--- src/rtl/core/adsr_pkg.sv ---
// Shared constants, codes and helpers for the multi-voice ADSR envelope.
`timescale 1ns / 1ps

package adsr_pkg;

    // Field widths
    localparam int LEVEL_W = 21;
    localparam int STAGE_W = 3;
    localparam int OP_W    = 2;
    localparam int VOICE_W = 6;
    localparam int CFG_W   = 2;
    localparam int FRAC_W  = 20;

    localparam int VOICES_DEFAULT = 64;

    // Level constants, 1.0 = 2^20
    localparam logic [LEVEL_W-1:0] LEVEL_ONE   = 21'd1048576;
    localparam logic [LEVEL_W-1:0] ATTACK_DONE = 21'd1038091;
    localparam logic [LEVEL_W-1:0] NEAR_LIMIT  = 21'd1049;

    // Envelope stages
    localparam logic [STAGE_W-1:0] ST_IDLE    = 3'd0;
    localparam logic [STAGE_W-1:0] ST_ATTACK  = 3'd1;
    localparam logic [STAGE_W-1:0] ST_DECAY   = 3'd2;
    localparam logic [STAGE_W-1:0] ST_SUSTAIN = 3'd3;
    localparam logic [STAGE_W-1:0] ST_RELEASE = 3'd4;

    // Operations carried on the input beat
    localparam logic [OP_W-1:0] OP_TICK     = 2'd0;
    localparam logic [OP_W-1:0] OP_NOTE_ON  = 2'd1;
    localparam logic [OP_W-1:0] OP_NOTE_OFF = 2'd2;
    localparam logic [OP_W-1:0] OP_QUERY    = 2'd3;

    // Configuration register indexes
    localparam logic [CFG_W-1:0] CFG_ATTACK  = 2'd0;
    localparam logic [CFG_W-1:0] CFG_DECAY   = 2'd1;
    localparam logic [CFG_W-1:0] CFG_RELEASE = 2'd2;
    localparam logic [CFG_W-1:0] CFG_SUSTAIN = 2'd3;

    // One stored voice entry
    typedef struct packed {
        logic [STAGE_W-1:0] stage;
        logic [LEVEL_W-1:0] level;
    } voice_state_t;

    localparam int STATE_W = STAGE_W + LEVEL_W;

    // Values above 1.0 behave as 1.0.
    function automatic logic [LEVEL_W-1:0] clamp_one(input logic [LEVEL_W-1:0] v);
        clamp_one = (v > LEVEL_ONE) ? LEVEL_ONE : v;
    endfunction

endpackage

--- src/rtl/core/adsr_envelope_voices_top.sv ---
// Top level of the multi-voice ADSR envelope: voice store, tick arithmetic and stream ports.
`timescale 1ns / 1ps

// Channel     Direction  Ports                        Contents
// s_ (items)  in         s_tvalid s_tready s_tdata    tdata: voice; tuser: operation
//                        s_tuser
// m_ (result) out        m_tvalid m_tready m_tdata    tdata: level, stage
// cfg         in         cfg_wr_en cfg_index          one register write per asserted cycle
//                        cfg_wdata
//
// One beat is accepted in every cycle while the result side is not stalled, including beats
// that address the same voice as the beat just before. The result beat is registered in the
// compute stage and then in the result register before it is offered on m_. The rate is
// set by the single read-modify-write of the voice RAM, which reads at acceptance and
// writes as the beat moves on, with a one-entry bypass covering the write still in flight.
// Reset clears every voice at once through a valid flip-flop per voice; there is no sweep.
// When the result register is full and not taken, the compute stage holds and s_tready falls.

module adsr_envelope_voices_top #(
    parameter int VOICES = adsr_pkg::VOICES_DEFAULT
) (
    input  logic                        aclk,
    input  logic                        aresetn,

    input  logic                        s_tvalid,
    output logic                        s_tready,
    input  logic [7:0]                  s_tdata,   // [5:0] voice, [7:6] zero
    input  logic [adsr_pkg::OP_W-1:0]   s_tuser,   // [1:0] operation

    output logic                        m_tvalid,
    input  logic                        m_tready,
    output logic [23:0]                 m_tdata,   // [20:0] level, [23:21] stage

    input  logic                        cfg_wr_en,
    input  logic [adsr_pkg::CFG_W-1:0]  cfg_index,
    input  logic [adsr_pkg::LEVEL_W-1:0] cfg_wdata
);

    localparam int AW = (VOICES > 1) ? $clog2(VOICES) : 1;
    localparam int LW = adsr_pkg::LEVEL_W;
    localparam int SW = adsr_pkg::STAGE_W;

    // Configuration registers, kept as written; clamping is applied where they are used.
    logic [LW-1:0] attack_coeff_reg;
    logic [LW-1:0] decay_coeff_reg;
    logic [LW-1:0] release_coeff_reg;
    logic [LW-1:0] sustain_level_reg;

    always_ff @(posedge aclk) begin
        if (!aresetn) begin
            attack_coeff_reg  <= adsr_pkg::LEVEL_ONE;
            decay_coeff_reg   <= adsr_pkg::LEVEL_ONE;
            release_coeff_reg <= adsr_pkg::LEVEL_ONE;
            sustain_level_reg <= adsr_pkg::LEVEL_ONE;
        end else if (cfg_wr_en) begin
            case (cfg_index)
                adsr_pkg::CFG_ATTACK:  attack_coeff_reg  <= cfg_wdata;
                adsr_pkg::CFG_DECAY:   decay_coeff_reg   <= cfg_wdata;
                adsr_pkg::CFG_RELEASE: release_coeff_reg <= cfg_wdata;
                adsr_pkg::CFG_SUSTAIN: sustain_level_reg <= cfg_wdata;
                default: ;
            endcase
        end
    end

    // Input decode. A voice at or beyond VOICES touches nothing and reports idle.
    logic [adsr_pkg::VOICE_W-1:0] in_voice;
    logic [AW-1:0]                in_addr;
    logic                         in_range;
    logic                         in_accept;

    assign in_voice  = s_tdata[adsr_pkg::VOICE_W-1:0];
    assign in_addr   = AW'(in_voice);
    assign in_range  = 32'(in_voice) < 32'(VOICES);
    assign in_accept = s_tvalid && s_tready;

    // Compute stage registers
    logic                       s1_valid_reg;
    logic [adsr_pkg::OP_W-1:0]  s1_op_reg;
    logic [AW-1:0]              s1_addr_reg;
    logic                       s1_range_reg;
    logic                       s1_written_reg;
    logic                       s1_fwd_reg;
    adsr_pkg::voice_state_t     s1_fwd_state_reg;

    // Result register
    logic          m_valid_reg;
    logic [LW-1:0] m_level_reg;
    logic [SW-1:0] m_stage_reg;

    logic s1_advance;
    assign s1_advance = !m_valid_reg || m_tready;
    assign s_tready   = !s1_valid_reg || s1_advance;

    // Per-voice valid bits stand in for clearing the RAM at reset.
    logic [VOICES-1:0] written_reg;

    // Voice store
    logic                   wr_en;
    adsr_pkg::voice_state_t wr_state;
    logic [adsr_pkg::STATE_W-1:0] rd_word;

    adsr_ram #(
        .WIDTH (adsr_pkg::STATE_W),
        .DEPTH (VOICES)
    ) u_voice_ram (
        .aclk    (aclk),
        .wr_en   (wr_en),
        .wr_addr (s1_addr_reg),
        .wr_data (wr_state),
        .rd_en   (in_accept),
        .rd_addr (in_addr),
        .rd_data (rd_word)
    );

    // Current voice state: the bypassed write wins, then the RAM if the entry was ever
    // written, otherwise the reset state.
    adsr_pkg::voice_state_t cur;

    always_comb begin
        if (s1_fwd_reg) begin
            cur = s1_fwd_state_reg;
        end else if (s1_written_reg) begin
            cur = adsr_pkg::voice_state_t'(rd_word);
        end else begin
            cur.stage = adsr_pkg::ST_IDLE;
            cur.level = '0;
        end
    end

    // Operand selection for the single shared multiplier.
    logic [LW-1:0]   sus;
    logic [LW-1:0]   mul_dist;
    logic [LW-1:0]   mul_coeff;
    logic [2*LW-1:0] product;
    logic [LW-1:0]   step_raw;
    logic [LW-1:0]   step;

    assign sus = adsr_pkg::clamp_one(sustain_level_reg);

    always_comb begin
        mul_dist  = '0;
        mul_coeff = '0;
        case (cur.stage)
            adsr_pkg::ST_ATTACK: begin
                mul_dist  = (cur.level < adsr_pkg::LEVEL_ONE) ?
                            adsr_pkg::LEVEL_ONE - cur.level : '0;
                mul_coeff = adsr_pkg::clamp_one(attack_coeff_reg);
            end
            adsr_pkg::ST_DECAY: begin
                mul_dist  = (cur.level > sus) ? cur.level - sus : sus - cur.level;
                mul_coeff = adsr_pkg::clamp_one(decay_coeff_reg);
            end
            adsr_pkg::ST_RELEASE: begin
                mul_dist  = cur.level;
                mul_coeff = adsr_pkg::clamp_one(release_coeff_reg);
            end
            default: begin
                mul_dist  = '0;
                mul_coeff = '0;
            end
        endcase
    end

    // The step is the truncated fraction of the distance, but never less than one LSB
    // while any distance remains.
    assign product  = mul_dist * mul_coeff;
    assign step_raw = product[LW+adsr_pkg::FRAC_W-1:adsr_pkg::FRAC_W];
    assign step     = (mul_dist != '0 && step_raw == '0) ? LW'(1) : step_raw;

    // Tick outcome and the effect of the operation.
    logic [LW:0]            sum;
    logic [LW-1:0]          moved;
    logic [LW-1:0]          dist_after;
    adsr_pkg::voice_state_t ticked;
    adsr_pkg::voice_state_t nxt;

    always_comb begin
        sum        = '0;
        moved      = '0;
        dist_after = '0;
        ticked     = cur;
        case (cur.stage)
            adsr_pkg::ST_ATTACK: begin
                sum = {1'b0, cur.level} + {1'b0, step};
                if (sum >= {1'b0, adsr_pkg::ATTACK_DONE}) begin
                    ticked.level = adsr_pkg::LEVEL_ONE;
                    ticked.stage = adsr_pkg::ST_DECAY;
                end else begin
                    ticked.level = sum[LW-1:0];
                end
            end
            adsr_pkg::ST_DECAY: begin
                // Decay approaches sustain from either side.
                moved = (cur.level > sus) ? cur.level - step : cur.level + step;
                dist_after = (moved > sus) ? moved - sus : sus - moved;
                if (dist_after < adsr_pkg::NEAR_LIMIT) begin
                    ticked.level = sus;
                    ticked.stage = adsr_pkg::ST_SUSTAIN;
                end else begin
                    ticked.level = moved;
                end
            end
            adsr_pkg::ST_SUSTAIN: begin
                ticked.level = sus;
            end
            adsr_pkg::ST_RELEASE: begin
                moved = cur.level - step;
                if (moved < adsr_pkg::NEAR_LIMIT) begin
                    ticked.level = '0;
                    ticked.stage = adsr_pkg::ST_IDLE;
                end else begin
                    ticked.level = moved;
                end
            end
            default: begin
                ticked.level = '0;
                ticked.stage = adsr_pkg::ST_IDLE;
            end
        endcase

        nxt = cur;
        case (s1_op_reg)
            adsr_pkg::OP_TICK:     nxt = ticked;
            adsr_pkg::OP_NOTE_ON:  nxt.stage = adsr_pkg::ST_ATTACK;
            adsr_pkg::OP_NOTE_OFF: nxt.stage = adsr_pkg::ST_RELEASE;
            adsr_pkg::OP_QUERY:    nxt = cur;
            default:               nxt = cur;
        endcase
    end

    assign wr_en    = s1_valid_reg && s1_advance && s1_range_reg;
    assign wr_state = nxt;

    // Compute stage control and bypass capture.
    always_ff @(posedge aclk) begin
        if (!aresetn) begin
            s1_valid_reg <= 1'b0;
        end else if (s_tready) begin
            s1_valid_reg <= s_tvalid;
        end
    end

    always_ff @(posedge aclk) begin
        if (in_accept) begin
            s1_op_reg        <= s_tuser;
            s1_addr_reg      <= in_addr;
            s1_range_reg     <= in_range;
            s1_written_reg   <= in_range && written_reg[in_addr];
            s1_fwd_reg       <= wr_en && (s1_addr_reg == in_addr);
            s1_fwd_state_reg <= nxt;
        end
    end

    always_ff @(posedge aclk) begin
        if (!aresetn) begin
            written_reg <= '0;
        end else if (wr_en) begin
            written_reg[s1_addr_reg] <= 1'b1;
        end
    end

    // Result register: parts the compute stage from the downstream side.
    always_ff @(posedge aclk) begin
        if (!aresetn) begin
            m_valid_reg <= 1'b0;
        end else if (s1_advance) begin
            m_valid_reg <= s1_valid_reg;
        end
    end

    always_ff @(posedge aclk) begin
        if (s1_advance && s1_valid_reg) begin
            if (s1_range_reg) begin
                m_level_reg <= nxt.level;
                m_stage_reg <= nxt.stage;
            end else begin
                m_level_reg <= '0;
                m_stage_reg <= adsr_pkg::ST_IDLE;
            end
        end
    end

    assign m_tvalid = m_valid_reg;
    assign m_tdata  = {m_stage_reg, m_level_reg};

    // The stage reported is always one of the five defined stages.
    a_stage_legal: assert property (@(posedge aclk) disable iff (!aresetn)
        m_tvalid |-> (m_stage_reg <= adsr_pkg::ST_RELEASE))
        else $error("result stage outside the defined stages");

    // No level ever exceeds 1.0.
    a_level_bound: assert property (@(posedge aclk) disable iff (!aresetn)
        m_tvalid |-> (m_level_reg <= adsr_pkg::LEVEL_ONE))
        else $error("result level above 1.0");

    // An idle voice is silent.
    a_idle_silent: assert property (@(posedge aclk) disable iff (!aresetn)
        (m_tvalid && m_stage_reg == adsr_pkg::ST_IDLE) |-> (m_level_reg == '0))
        else $error("idle voice with non-zero level");

    // Input back-pressure only arises from a full, untaken result register.
    a_ready_cause: assert property (@(posedge aclk) disable iff (!aresetn)
        !s_tready |-> (s1_valid_reg && m_valid_reg && !m_tready))
        else $error("input stalled without a downstream stall");

    // A stalled compute stage must not write the voice store.
    a_no_write_in_stall: assert property (@(posedge aclk) disable iff (!aresetn)
        (m_valid_reg && !m_tready) |-> !wr_en)
        else $error("voice store written while the result is stalled");

endmodule

--- src/rtl/core/adsr_ram.sv ---
// Generic single-port-write, single-port-read RAM with a registered read.
`timescale 1ns / 1ps

module adsr_ram #(
    parameter int WIDTH = 24,
    parameter int DEPTH = 64,
    localparam int AW = (DEPTH > 1) ? $clog2(DEPTH) : 1
) (
    input  logic             aclk,
    input  logic             wr_en,
    input  logic [AW-1:0]    wr_addr,
    input  logic [WIDTH-1:0] wr_data,
    input  logic             rd_en,
    input  logic [AW-1:0]    rd_addr,
    output logic [WIDTH-1:0] rd_data
);

    logic [WIDTH-1:0] mem_reg [DEPTH];
    logic [WIDTH-1:0] rd_data_reg;

    always_ff @(posedge aclk) begin
        if (wr_en) begin
            mem_reg[wr_addr] <= wr_data;
        end
        if (rd_en) begin
            rd_data_reg <= mem_reg[rd_addr];
        end
    end

    assign rd_data = rd_data_reg;

endmodule
--- config.mk ---
export PLATFORM = sky130hd
export DESIGN_NAME = adsr_envelope_voices_top
export DESIGN_NICKNAME = d
export VERILOG_FILES = /design/src/rtl/core/adsr_pkg.sv /design/src/rtl/core/adsr_envelope_voices_top.sv /design/src/rtl/core/adsr_ram.sv
export SDC_FILE = /design/constraint.sdc
export NUM_CORES = 2
export LEC_CHECK = 0
export ABC_CLOCK_PERIOD_IN_PS = 23000
export BUFFER_PORTS_ARGS = -buffer_cell sky130_fd_sc_hd__buf_2
export CORE_ASPECT_RATIO = 1.4
export CORE_MARGIN = 2
export CORE_UTILIZATION = 64
export DETAILED_ROUTE_END_ITERATION = 10
export PLACE_DENSITY = 0.78
export SYNTH_ARGS = -nofsm -noshare
export SYNTH_HDL_FRONTEND = slang
export SYNTH_SLANG_ARGS = --single-unit
--- constraint.sdc ---
create_clock -name aclk -period 23 [get_ports aclk]
set_clock_uncertainty 0.1 [all_clocks]
set_input_delay 4.6 -clock aclk [delete_from_list [all_inputs] [get_ports aclk]]
set_output_delay 4.6 -clock aclk [all_outputs]
set_load 0.01 [all_outputs]
==> metrics <==
post-CTS sizing=0; most numerous cell in the Yosys netlist=edfxtp_1; count of state elements after synthesis=1768; Setup Buffers After CTS=0; post-synth top area share=53.71%; Placement Cell Area=0.09376 mm²; global routing's busiest layer=met2; Starting Density=64.29%; CTS clk-pin slew, worst paths=0.07 ns; largest net degree at the start of global routing=109; max FFs per register=1536; met3 usage=7.598%; DIE AREA=0.1444 mm²; post-synthesis cell type count=102; Clock Latency Late Sink=0.82 ns; vertical die dimension=448.9 µm; Max stage delay on crit path=1.06 ns; P_int=5390 µW; Final Max Slew Viols=0; Final Worst Setup Slack=0.9614 ns; Mean Syn Cell Area=14.83 µm²; DRT iter0 DRCs=7129; status=finished, final reports clean; mapped cell area=0.09047 mm²; GRT Total Usage=39.66%; total CTS buffers=155; setup TNS=0 ns; Hold Crit Class=reg2reg; relative slew slack=13.63%; Switching Fraction=26.52%; fin cells=8070; Slowest-stage cell, CP=a2111oi_0; CTS tree=built; top cells by count, synth=edfxtp_1, nand2_1, inv_1; total grt overflow=0; DRC=0; crit start category=flop; final period utilization=95.82%; met1 usage in global routing=45.89%; clock buffer depth=3; initial antenna violation count=23; layout net count=6787; WL final=280.5 mm; Avg WL per Cell=34.76 µm; CTS Sinks=1768; Leak=0.03614 µW; Syn Inst Count=6100; Post-synth top flop=edfxtp_1; fmax=0.04538 GHz; Power Density=74.11 mW/mm²; worst vdd ir=110.6 µV; met2 usage=65.32%; Core Region=0.1407 mm²; antenna violation net count after detailed routing=0; crit path kind=reg2reg; share of layout cells above drive strength 1=17.67%; worst slack, placed=1.604 ns; Sequential Power Share=48.6%; fin crit period=22.04 ns; routability cong.=1.026; Hold Buf Count CTS=0; via count=56956; P_sw=1946 µW; H-Tree Depth=4; measured slew at the worst slew-check pin=1.290 ns; most frequent cell on the critical path=fa_1; utilization after layout=70.34%; first-pass GRT wire length=405.5 mm; Via density=7.058; Layout area overhead=9.413%; Port Buffers=61; drt first pass iters=8; Root Buffer=clkbuf_16; final setup fails=0; combinational power share=14.1%; syn_nets=6768; FFs w/ async S/R, synth=0%; unrepaired setup endpoints after global routing=no; Ports=64; vias in the first global route=58492; placed insts=7777; die width=321.8 µm; worst path required time=23.39 ns; Synth area leaders=edfxtp_1, mux4_2, fa_1, ha_1, dfxtp_1; Yosys Warn Count=0; Worst Setup End Kind=flop; # Max-Cap Violations=0; Hold Fails Final Rpt=0; clock share of power=37.3%; Core Rows=163; final instance area=0.09898 mm²; number of flops mapped to enable cells by yosys=1618; sequential fraction of the synthesis area=57.03%; CP Max Fanout=66; leading area contributor after synthesis=edfxtp_1; hpwl dp=169.5 mm; Worst EP arrival=22.43 ns
==> layer usage <==
| layer | vias up | wire length, µm | part of all wire (%) |
|---|---|---|---|
| met5 | - | 105 | 0.037 |
| met2 | 4059 | 139100 | 50 |
| li1 | 22773 | - | - |
| met4 | 14 | 26640 | 9.5 |
| met3 | 1070 | 25870 | 9.2 |
| met1 | 29040 | 88810 | 32 |
==> cell usage in the layout (no fill, tap or decap), types with 32 or more instances in the layout <==
cell,n
edfxtp_1,1618
a31oi_1,33
buf_4,97
buf_2,56
a21o_1,47
nand2_1,680
a21boi_0,85
o21ai_0,106
o21a_1,95
xnor2_1,64
inv_1,544
mux4_2,525
nor2_1,211
and2_1,61
ha_1,268
xor2_1,33
dfxtp_1,150
a22oi_1,32
a21oi_1,173
nand3_1,57
fa_1,362
nor2_4,57
nor3_1,43
mux2i_1,36
clkbuf_16,158
==> logic make-up after synthesis <==
logic type	Yosys count	synth area share, %
compound gates	844	6.517
xor+xnor	98	0.9571
fa+ha+maj	630	11.72
buf+inv	859	3.610
flops	1768	57.03
mux	564	13.51
simple gates	1337	6.669
==> path summary, 6_finish.rpt <==
check	from	slack, ns	cells past startpoint	to
hold reg to reg	written_reg[35]	0.36	1	written_reg[35]
hold / removal	written_reg[35]	0.36	1	written_reg[35]
setup / recovery	s1_written_reg	0.96	65	u_voice_ram.mem_reg[61][19]
setup reg to reg	s1_written_reg	0.96	65	u_voice_ram.mem_reg[61][19]
==> per-stage QoR <==
| stage | total power (µW) | hold WS [ns] |
|---|---|---|
| floorplan | 4284 | 0.3354 |
| global placement | 4614 | 0.3407 |
| detailed placement | 4632 | 0.3484 |
| CTS | 7313 | 0.3636 |
| global route | 7485 | 0.3763 |
| finish | 7336 | 0.3606 |
==> area by class of cell <==
type / instances / area, µm²
antenna: 8 / 20.02
timing repair buffer: 175 / 1424
multi-input combinational: 3473 / 36420
clock inverter: 92 / 1070
tap: 1815 / 2271
sequential: 1768 / 51590
inverter: 546 / 2049
clock buffer: 193 / 4136
fill: 8568 / 41740
==> power groups by stage <==
stage / sequential [µW] / combinational [µW] / clock [µW]
detailed placement: 3630 / 997 / 0
floorplan: 3640 / 646 / 0
global placement: 3630 / 981 / 0
global route: 3570 / 1090 / 2830
finish: 3570 / 1030 / 2730
CTS: 3570 / 1010 / 2740
==> worst max-delay path, delay by kind of cell, from the launching register on <==
family / cells / cell delay [ns]
fa+ha+maj: 12 / 5.65
buf+inv: 8 / 1.76
flops: 1 / 0.51
compound gates: 32 / 10.55
simple gates: 11 / 2.69
xor+xnor: 2 / 0.34
(Power assumes the default switching activity.)
